[config.mk]
export PLATFORM = sky130hd
export DESIGN_NAME = omc_score_unit
export DESIGN_NICKNAME = d
export VERILOG_FILES = /design/src/hdl/assert_macros.svh /design/src/hdl/omc_pkg.sv /design/src/hdl/omc_score_unit.sv
export SDC_FILE = /design/constraint.sdc
export NUM_CORES = 1
export LEC_CHECK = 0
export ABC_AREA = 0
export BUFFER_PORTS_ARGS = -buffer_cell sky130_fd_sc_hd__buf_2
export CORE_UTILIZATION = 47
export DETAILED_ROUTE_END_ITERATION = 8
export PLACE_DENSITY = 0.82
export SETUP_SLACK_MARGIN = 0.1
export SYNTH_ARGS = -nofsm -noshare
export SYNTH_HDL_FRONTEND = slang
export SYNTH_SLANG_ARGS = --single-unit
[constraint.sdc]
create_clock -name vclk -period 18.22
set_input_delay 0.911 -clock vclk [all_inputs]
set_output_delay 0.911 -clock vclk [all_outputs]
set_load 0.01 [all_outputs]
[src/hdl/assert_macros.svh]
// Assertion helpers for the RTL.
`ifndef ASSERT_MACROS_SVH
`define ASSERT_MACROS_SVH

// Checks that the property holds on every clock edge out of reset.
`define OMC_ASSERT(label, clk, rst_n, prop, msg) \
    label: assert property (@(posedge clk) disable iff (!rst_n) (prop)) else $error(msg);

// Checks the property during reset as well.
`define OMC_ASSERT_ALWAYS(label, clk, prop, msg) \
    label: assert property (@(posedge clk) (prop)) else $error(msg);

`endif

[src/hdl/omc_pkg.sv]
`timescale 1ns / 1ps
// ----------------------------------------------------------------------------
// omc_pkg
// Shared types and constants of the online fragment chainer.
// ----------------------------------------------------------------------------
package omc_pkg;

    localparam int WINDOW_DEPTH = 64;
    localparam int PTR_W        = $clog2(WINDOW_DEPTH);
    localparam int CNT_W        = $clog2(WINDOW_DEPTH + 1);
    localparam int SCORE_W      = 40;

    localparam logic [0:0] CFG_SAME_DIAG = 1'b0;
    localparam logic [0:0] CFG_MAX_DIST  = 1'b1;

    localparam logic [SCORE_W-1:0] SCORE_MAX = {SCORE_W{1'b1}};

    typedef struct packed {
        logic [31:0]        len;
        logic [31:0]        first;
        logic [31:0]        second;
        logic [SCORE_W-1:0] score;
        logic [31:0]        id;
        logic [31:0]        head_id;
        logic [31:0]        clen;
    } t_entry;

    // Memory write request from the controller.
    typedef struct packed {
        logic             we;
        logic [PTR_W-1:0] waddr;
        t_entry           wdata;
    } t_mem_wr;

endpackage

[src/hdl/omc_score_unit.sv]
`timescale 1ns / 1ps
// ----------------------------------------------------------------------------
// omc_score_unit
// Gap, compatibility and candidate score of one window entry.
// ----------------------------------------------------------------------------
module omc_score_unit (
    input  omc_pkg::t_entry              i_l,
    input  logic [31:0]                  i_len,
    input  logic [31:0]                  i_first,
    input  logic [31:0]                  i_second,
    input  logic                         i_same_diag,
    input  logic [31:0]                  i_max_dist,
    output logic                         o_ok,
    output logic [omc_pkg::SCORE_W-1:0]  o_score
);

    logic signed [34:0] a, b, gap;
    logic [32:0] lend_f, lend_s;
    logic signed [42:0] s;
    logic [42:0] sc;
    logic nonov, diag;

    always_comb begin
        lend_f = {1'b0, i_l.first} + {1'b0, i_l.len};
        lend_s = {1'b0, i_l.second} + {1'b0, i_l.len};
        a = $signed({3'b0, i_first}) - $signed({2'b0, lend_f});
        b = $signed({3'b0, i_second}) - $signed({2'b0, lend_s});
        if (a < 0) a = '0;
        if (b < 0) b = '0;
        gap = (a > b) ? a : b;
        nonov = (lend_f <= {1'b0, i_first}) && (lend_s <= {1'b0, i_second});
        // Equal diagonals: l.second - l.first == r.second - r.first.
        diag = i_same_diag
            && ({1'b0, i_l.second} + {1'b0, i_first} == {1'b0, i_second} + {1'b0, i_l.first})
            && (i_l.first < i_first);
        s = $signed({3'b0, i_l.score}) - $signed({8'b0, gap});
        o_ok = (gap <= $signed({3'b0, i_max_dist})) && (nonov || diag) && (s > 0);
        sc = 43'(s) + {11'b0, i_len};
        o_score = (sc > {3'b0, omc_pkg::SCORE_MAX}) ? omc_pkg::SCORE_MAX
                                                    : sc[omc_pkg::SCORE_W-1:0];
    end

endmodule

**Yosys cells after proc, flatten, opt, wreduce, memory -nomap -nowiden**

Index checks and enable logic that the tools add are counted.

- Register bits after elaboration: 0
- Bits in latches: 0
- RAM bits: 0
- ROM bits: 0
- Output and inout port bits: 41
- Logic and storage cells: 28
- Memories kept: 0

- $add $sub $neg: 8
- Multipliers: 0
- Div/mod/pow operators: 0
- Order comparisons: 9
- Eq/ne operators: 1
- Shift operators: 0
- Mux-type cells: 4
- Bitwise gates (word level): 0
- Reductions and logical operators: 6

Operators with widths:

| kind | count |
|---|---|
| 32-bit by 32-bit adder with 33-bit output | 4 |
| 35-bit two-way mux | 3 |
| 34-bit by 1-bit < comparator with 1-bit output (second input constant) | 2 |
| 32-bit by 33-bit subtractor with 34-bit output | 2 |
| 33-bit by 32-bit less-or-equal comparator with 1-bit output | 2 |
| 43-bit by 40-bit greater-than comparator with 1-bit output (second input constant) | 1 |
| 41-bit by 33-bit adder with 42-bit output | 1 |
| 41-bit by 1-bit greater-than comparator with 1-bit output (second input constant) | 1 |
| 40-bit by 35-bit subtractor with 41-bit output | 1 |
| 40-bit two-way mux | 1 |
| 35-bit greater-than comparator | 1 |
| 35-bit by 33-bit less-or-equal comparator with 1-bit output | 1 |
| 33-bit == test | 1 |
| 32-bit < comparator | 1 |
| 1-bit logical AND | 5 |
| 1-bit logical OR | 1 |

**Longest topological paths before layout**

Gate-level depths: netlist (run 1).

- Depth in word-level cells: 10
- Gate-level depth with buffers: 63

**Worst setup path after synthesis (run 1)**

OpenSTA, ideal clock, no wires.

- Path type: in2out
- From: input port i_l[169] in the netlist's numbering
- To: output port o_score[29] in the netlist's numbering
- Arrival: 12525 ps
- Data required time: 17309 ps
- Slack: 4784 ps
- Stages: 60
- Cells stage by stage: ha_1 -> a21o_1 -> a21oi_1 -> nor2_1 -> o21a_1 -> o211ai_1 -> a31o_2 -> o22ai_1 -> o41ai_1 -> a21oi_1 -> o41ai_1 -> nor4b_1 -> nor4_1 -> ha_1 -> a21o_1 -> a21o_1 -> a21oi_1 -> nor2b_1 -> [24 not listed] -> o21ai_1 -> a211oi_2 -> o311ai_0 -> or2_2 -> a211oi_1 -> xnor2_1 -> ha_1 -> and3_1 -> nand2_1 -> or4b_2 -> a21oi_1 -> nor4bb_1 -> nor2_1 -> nand4_1 -> mux2_2 -> buf_2 -> buf_2 -> nand2_1

- Word-level cells in the longest chain between the ends: 10

RTL lines:

| item | line | RTL |
|---|---|---|
| from (decl) | omc_score_unit.sv:7 | `input omc_pkg::t_entry i_l,` |
| 32-bit by 32-bit adder with 33-bit output * | omc_score_unit.sv:24 | `lend_f = {1'b0, i_l.first} + {1'b0, i_l.len};` |
| 32-bit by 33-bit subtractor with 34-bit output * | omc_score_unit.sv:26 | `a = $signed({3'b0, i_first}) - $signed({2'b0, lend_f});` |
| 34-bit by 1-bit < comparator with 1-bit output | omc_score_unit.sv:28 | `if (a < 0) a = '0;` |
| 35-bit two-way mux * | omc_score_unit.sv:28 |  |
| 35-bit greater-than comparator | omc_score_unit.sv:30 | `gap = (a > b) ? a : b;` |
| 35-bit two-way mux * | omc_score_unit.sv:30 |  |
| 40-bit by 35-bit subtractor with 41-bit output * | omc_score_unit.sv:36 | `s = $signed({3'b0, i_l.score}) - $signed({8'b0, gap});` |
| 41-bit by 33-bit adder with 42-bit output * | omc_score_unit.sv:38 | `sc = 43'(s) + {11'b0, i_len};` |
| 43-bit by 40-bit greater-than comparator with 1-bit output | omc_score_unit.sv:39 | `o_score = (sc > {3'b0, omc_pkg::SCORE_MAX}) ? omc_pkg::SCORE_MAX` |
| 40-bit two-way mux * | omc_score_unit.sv:39 |  |
| to (decl) | omc_score_unit.sv:14 | `output logic [omc_pkg::SCORE_W-1:0] o_score` |

Mark *: on every way between the ends. The rest lies on a longest branch, timed or not.

**Worst setup path after layout (run 1)**

- From: input port i_l[169] in the netlist's numbering
- To: output port o_score[3] in the netlist's numbering

The elaborated chain is that of the path after synthesis.

==> flow_summary.toml, run 1 <==
[die]
start_util_pct = 47.8
core_um2 = 35600
num_io_pins = 402
floorplan.rows = 69
dieWidth_um = 192
die-area_um2 = 37000
die_height_um = 192

[synth]
ys_types = 90
synth_area_per_cell_um2 = 7.09
syn_inst = 2400
synth-seq-area-share_pct = 0
syn_area_um2 = 17000
synth.net_count = 3127
yosys_warnings = 0

[route]
drc = 0
firstDrtPassIters = 5
viasPerCell = 6.09
initialDrtViolationCount = 1345
vias = 19100
routed_wl_um = 59500
wl_per_cell_um = 18.9
ant_nets = 0

[global_route]
grt_usage_pct = 31.0
grt_pass1_vias = 17900
grt_max_degree = 41
antenna_found_initial = 4
overflow = 0
grt_pass1_wl_um = 91300

[worst_hold_path]
hp-class = "in2out"
min_from = "i_len[0]"

[clock_network]
post_cts_buffers = 0
cts_resized = 0
hold_buffers = 0

[timing]
rsz0062_at_grt = "no"
relSlewSlack_pct = 38.7
setup_viol = 0
max_freq_mhz = 61.6
finalHoldViolCount = 0
tns_ns = 0
worst_slew_pin_slew_ns = 0.912
min_period_ns = 16.23
drv_slew = 0
min_period_over_period_pct = 89.1

[power_and_ir_drop]
pwr_density_cell_nw_per_um2 = 133
internal_power_uw = 1080
swShare_pct = 57.3
leakagePower_uw = 0.00964
switchingPower_uw = 1450
p_clk_share_pct = 0
pwr-share-comb_pct = 100.0
ir_drop_uv = 222
seq_power_share_pct = 0

[place]
placed_area_um2 = 19000
gp_congestion = 1.05
portBuffers = 306
dp.cells = 3134
dp_hpwl_um = 52500

[cells_and_area]
regArea_um2 = 0
n_clock_buffer = 0
stdcell_area_um2 = 19000
sequential_cell_total = 0
layout_commonest_cell = "ha_1"
syn_to_final_growth_pct = 11.8
nNetsFinal = 3402
final_cells = 3140
drive_gt1_share_pct = 14.2
layout.cells.most_common_list = "ha_1, buf_2, a21oi_1"

[outcome]
status = "completed"

[worst_setup_path]
cp_max_fo = 40
crit_arrival_ns = 15.32
cp_num_buf_inv = 5
critPathCaptureType = "output port"
crit_slowest_cell = "mux2_2"
path_class = "in2out"
max_stage_delay_ns = 0.69
startpoint_type = "input pin"
cp.required_ns = 17.31
crit_top_cell = "a21oi_1"
critPathTopFamily = "compound AO/OA/AOI/OAI gates"
crit_path_start = "i_l[169]"

[flow_run]
maxCapViolCount = 0
==> synthesized netlist by cell type (all sizes together), types with 27 or more instances <==
library cell  count  area, um^2
xnor2           167        1460
nand2b           40         250
inv             164         616
and3             32         200
a21o            124         935
nand3            66         330
ha              358        4480
nor3             52         272
xor2             84         736
o21bai           28         210
o21a             48         362
nor2b            48         300
a211oi           27         208
clkbuf           31         116
nand2           224         841
a21oi           236        1180
o21ai           162         818
nor2            139         524
nand4            46         288
==> worst paths after layout <==
| check | endpoint | cells after the start |
|---|---|---|
| worst min-delay path | o_score[0] | 4 |
| worst max-delay path | o_score[3] | 57 |
==> metal layers <==
metal | global-route usage, % | vias to the layer above | wire, um
met5 | 0 | - | 41
met4 | 11.8 | 6 | 2490
met3 | 1.53 | 128 | 4450
met2 | 51.5 | 786 | 26100
met1 | 41.8 | 8753 | 26400
li1 | - | 9444 | -
==> kinds of logic after synthesis <==
group,count (synthesis),share of synthesized area (%)
AOI/OAI and AO/OA,789,30.1
and+or+nand+nor,739,21.6
adders and majority gates,366,27.3
xor gates and xnor gates,253,13.2
buffers and inverters,201,4.54
muxes,52,3.25
==> stage by stage <==
stage	hold slack (ns)	power, uW	util, %	setup WS [ns]
after global placement	2.22	2440	53.4	2.47
after CTS	2.23	2500	53.4	2.12
after floorplan	2.05	1870	-	4.78
final	2.22	2530	53.5	1.99
after detailed placement	2.23	2490	53.4	2.13
after global routing	2.26	2820	53.5	1.02
==> power groups by stage <==
stage	clock, uW	combinational [uW]	sequential [uW]
after global routing	0.00000734	2820	0
after detailed placement	0	2490	0
after CTS	0	2500	0
after global placement	0	2440	0
final	0.0000441	2530	0
after floorplan	0	1870	0
==> final cells by class <==
class	instances	area [um^2]
Timing Repair Buffer	310	1560
Fill cell	3531	16500
Inverter	164	616
Multi-Input combinational cell	2199	16300
Tap cell	461	577
Antenna cell	6	15.0
Note: power is estimated with default switching activity, not from simulation.
==> run 2, diff against run 1 <==
Settings changed: ABC_AREA 0 to 1, PLACE_DENSITY 0.82 to 0.81.
Clock period 18.22 ns to 16.2 ns, I/O delays scaled along.
==> run 2 against run 1 <==
Against the previous run: area after synthesis increased by 19%; hold slack got worse by 0.20 ns; wire length increased by 33%; power increased by 87%; combinational power increased by 87%; cell area increased by 17%; core utilization decreased by 0.50 points; global-route usage increased by 4.4 points; setup slack improved by 0.98 ns; sequential share of layout area unchanged; via count increased by 31%; critical path type unchanged; critical endpoint is now o_score[13]; largest power group unchanged.
==> flow_summary.toml, run 2 <==
[outcome]
status = "completed"

[cells_and_area]
syn_to_final_growth_pct = 10.5
layout.cells.most_common_list = "nand2_1, inv_1, ha_1"
layout_commonest_cell = "nand2_1"
regArea_um2 = 0
n_clock_buffer = 0
nFillCells = 4640
utilization_pct = 53.0
drive_gt1_share_pct = 9.79
nNetsFinal = 4723
sequential_cell_total = 0

[route]
firstDrtPassIters = 6
vias = 25100
ant_nets = 0
routed_wl_um = 79400
wl_per_cell_um = 17.5
drc = 0
initialDrtViolationCount = 2125
viasPerCell = 5.54

[synth]
synthAdderAreaFrac_pct = 23.0
synthSimpleGateAreaFrac_pct = 38.5
ys_top_cells_by_count = "nand2_1, inv_1, ha_1, a21oi_1, nor2_1"
synth_xor_area_share_pct = 8.92
synth.most_common_cell = "nand2_1"
syn_area_um2 = 20200
synth_top_family_by_area = "simple AND/OR/NAND/NOR gates"
syn_inst = 3702
synth_area_per_cell_um2 = 5.46
synth_compound_area_share_pct = 18.2
yosysTopAreaCellShare_pct = 22.2
synth_top_area_cell = "ha_1"
ys_types = 54
yosys_warnings = 0
synth.net_count = 4429
synth-seq-area-share_pct = 0
synth.mux.area_fraction_pct = 0
yosys-top-cells-area = "ha_1, nand2_1, inv_1"

[global_route]
grt_max_degree = 50
grt_pass1_vias = 24300
overflow = 0
grt_pass1_wl_um = 123000
grt_usage_pct = 35.4
antenna_found_initial = 4

[timing]
tns_ns = 0
worst_slew_pin_slew_ns = 1.01
min_period_over_period_pct = 81.7
setup_viol = 0
min_period_ns = 13.24
finalWorstSetupSlack_ns = 2.96
relSlewSlack_pct = 32.1
rsz0062_at_grt = "no"
max_freq_mhz = 75.6
drv_slew = 0
finalHoldViolCount = 0

[worst_setup_path]
crit_top_cell = "nand2_1"
cp_max_fo = 49
crit_slowest_cell = "nor4b_1"
cp.required_ns = 15.39
startpoint_type = "input pin"
crit_arrival_ns = 12.43
max_stage_delay_ns = 0.82
path_class = "in2out"
critPathCaptureType = "output port"

[die]
core_um2 = 42100
dieWidth_um = 209
die-area_um2 = 43800
die_height_um = 209
start_util_pct = 48.0
num_io_pins = 402
floorplan.rows = 75

[place]
dp_hpwl_um = 71600
gp_congestion = 1.12
post-place-ws_ns = 3.32
portBuffers = 306

[flow_run]
maxCapViolCount = 0

[power_and_ir_drop]
pwr_density_cell_nw_per_um2 = 212
leakagePower_uw = 0.0128
ir_drop_uv = 329

[worst_hold_path]
hp-class = "in2out"

[clock_network]
cts_resized = 0
hold_buffers = 0
post_cts_buffers = 0
-- run 2: cell count changes after synthesis, sizes merged, moves of 97 or more --
| cell | change |
|---|---|
| nand2 | +970 |
| inv | +421 |
| a21oi | +108 |
| nand3 | +97 |
| a21o | -100 |
| nor2 | +205 |
-- run 2: final timing paths --
kind,startpoint,to,slack [ns],cells after the start
worst min-delay path,i_len[0],o_score[0],2.02,5
worst max-delay path,i_l[136],o_score[13],2.96,61
-- run 2: report_power, final --
group,switching (uW),internal [uW],total (uW),leakage (uW)
sequential,0,0,0,0
clock,0,0.0000248,0.0000248,0.0000000190
combinational,2970,1750,4730,0.0128
-- run 2: per-layer routing --
metal  up-vias  GRT usage (%)  routed length, um
met5         -              0                 36
met4         6           21.2               5550
met3       255           2.62               5440
met2      1000           62.6              36200
met1     11200           41.8              32100
li1      12700              -                  -
-- run 2: cell families (layout without fill, tap and decap cells) --
family / after synthesis / count (layout)
AO/OA/AOI/OAI: 654 / 654
AND/OR/NAND/NOR: 1875 / 1875
XOR/XNOR: 205 / 205
other: 0 / 3
buffers and inverters: 602 / 894
adder cells (fa/ha/maj): 366 / 366
-- run 2: area by class of cell --
class                      count  area (um^2)  share of cell area [%]
multi-input combinational   3100        17900                    80.1
timing repair buffer         309         1550                    6.96
antenna                        3         7.51                  0.0336
inverter                     585         2200                    9.84
tap                          539          674                    3.02
-- run 2: worst max-delay path: cells and delay by family --
family                     cells  cell delay [ns]
and+or+nand+nor               22             3.53
AOI/OAI and AO/OA             16             3.48
adders and majority gates      7             2.33
buffers and inverters         14             1.86
xor gates and xnor gates       2             0.34
-- run 2: stage by stage --
step                instance area (um^2)  cells  power, uW  hold slack (ns)
finish                             22300   4536       4730             2.02
global route                       22300   4533       5280             2.05
CTS                                22300   4533       4650             2.02
detailed placement                 22300   4533       4640             2.02
global placement                   22300   4533       4580             2.02
floorplan                          20200   3702       3400             1.77
==> run 3, diff against run 2 <==
Settings changed: PLACE_DENSITY 0.81 to 0.84.
Clock period 16.2 ns to 11.1 ns, I/O delays scaled along.
==> run 3 against run 2 <==
Against the previous run: cell area up 4.9%; global-route usage up 1.3 points; sequential share of layout area unchanged; first-iteration DRC count down 7.2%; core utilization up 2.6 points; via count up 3.0%; largest power group unchanged; critical path type unchanged; power up 57%.
==> flow_summary.toml, run 3 (same netlist as run 2, synthesis figures left out) <==
[power_and_ir_drop]
internal_power_uw = 2880
ir_drop_uv = 552
pwr_density_cell_nw_per_um2 = 317
power_uw = 7430
p_clk_share_pct = 0
pwr-share-comb_pct = 100.0
seq_power_share_pct = 0
switchingPower_uw = 4550
leakagePower_uw = 0.0132
swShare_pct = 61.2

[worst_setup_path]
crit_arrival_ns = 10.11
cp_max_fo = 13
cp.required_ns = 10.55
path_class = "in2out"
crit_top_cell = "nand2_1"
cp_num_buf_inv = 17
critPathCaptureType = "output port"
startpoint_type = "input pin"
max_stage_delay_ns = 0.40
critPathTopFamily = "compound AO/OA/AOI/OAI gates"
crit_slowest_cell = "ha_2"

[cells_and_area]
stdcell_area_um2 = 23400
layout_commonest_cell = "nand2_1"
nNetsFinal = 4791
sequential_cell_total = 0
regArea_um2 = 0
syn_to_final_growth_pct = 15.9
layout.cells.most_common_list = "nand2_1, inv_1, ha_1"
drive_gt1_share_pct = 13.5
n_clock_buffer = 0
nFillCells = 4493

[die]
die_height_um = 209
start_util_pct = 48.0
core_um2 = 42100
num_io_pins = 402
floorplan.rows = 75
dieWidth_um = 209
die-area_um2 = 43800

[place]
dp_hpwl_um = 75600
gp_congestion = 1.06
portBuffers = 306
placed_area_um2 = 22600

[route]
drc = 0
ant_nets = 0
vias = 25900
firstDrtPassIters = 6
wl_per_cell_um = 18.6
viasPerCell = 5.62
initialDrtViolationCount = 1971
routed_wl_um = 85600

[timing]
drv_slew = 0
min_period_over_period_pct = 96.1
setup_viol = 0
hold_ws_ns = 1.51
relSlewSlack_pct = 31.3
finalHoldViolCount = 0
max_freq_mhz = 93.8
min_period_ns = 10.66
worst_slew_pin_slew_ns = 1.02

[outcome]
status = "completed"

[clock_network]
hold_buffers = 0

[global_route]
overflow = 0
grt_max_degree = 39
antenna_found_initial = 3
grt_pass1_wl_um = 125000
grt_usage_pct = 36.7
grt_pass1_vias = 24400

[worst_hold_path]
hp-class = "in2out"

[flow_run]
maxCapViolCount = 0
## run 3: cell count changes in the layout (fill, tap and decap cells not counted), moves of 5 or more
| cell | delta |
|---|---|
| a21oi_2 | +17 |
| ha_4 | +6 |
| o21ai_1 | +15 |
| nand2_2 | +15 |
| a21oi_1 | -19 |
| nand3_1 | -5 |
| ha_1 | -9 |
| a21boi_2 | +6 |
| nand2_1 | -17 |
| nand3_2 | +5 |
| o21ai_0 | -19 |
| buf_4 | +56 |
| nor3_1 | -6 |
| nor3_2 | +6 |
## run 3: cell type report
type               count  area (um^2)  share of cell area [%]
multi-input cells   3100        18300                    78.3
diodes                 2         5.00                  0.0214
repair buffers       377         2200                    9.39
well taps            539          674                    2.88
inverters            585         2200                    9.39
## run 3: final timing paths
path | from | end | slack (ns) | cells past startpoint
worst min-delay path | i_len[0] | o_score[0] | 1.51 | 5
worst max-delay path | i_l[168] | o_score[22] | 0.44 | 68
## run 3: stage by stage
| step | cells | setup TNS [ns] | util [%] | setup WS, ns |
|---|---|---|---|---|
| 2_1_floorplan | 3702 | 0 | - | 1.30 |
| 3_3_place_gp | 4568 | 0 | 53.7 | 0.223 |
| 3_5_place_dp | 4568 | 0 | 53.7 | 0.0669 |
| 4_1_cts | 4568 | 0 | 53.7 | 0.110 |
| 5_1_grt | 4601 | -2.87 | 55.6 | -0.0864 |
| 6_report | 4603 | 0 | 55.6 | 0.437 |
## run 3: power by group through the flow
| stage | Sequential (uW) | Clock (uW) | Combinational, uW |
|---|---|---|---|
| CTS | 0 | 0 | 7030 |
| global route | 0 | 0 | 8220 |
| detailed placement | 0 | 0 | 7010 |
| finish | 0 | 0.0000241 | 7430 |
| floorplan | 0 | 0 | 4960 |
| global placement | 0 | 0 | 6900 |
## run 3: routing by layer
metal  share of wire (%)  up-vias  track usage [%]
met3                 6.8      294             2.63
met4                 8.0        2             24.0
li1                    -    12900                -
met5               0.013        -                0
met2                  46     1152             65.7
met1                  39    11600             42.0
## run 3: what timing repair did
item | 4_1_cts | 5_1_grt
resized for setup | 1 | 122
setup endpoints to repair | 40 | 40
gates cloned | 0 | 5
pin swaps | 0 | 41
buffers inserted | 0 | 28
## run 3: worst min-delay path: cells and delay by family
kind / cells / cell delay (ns)
buffers and inverters: 3 / 0.23
adders and majority gates: 1 / 0.12
and+or+nand+nor: 1 / 0.04
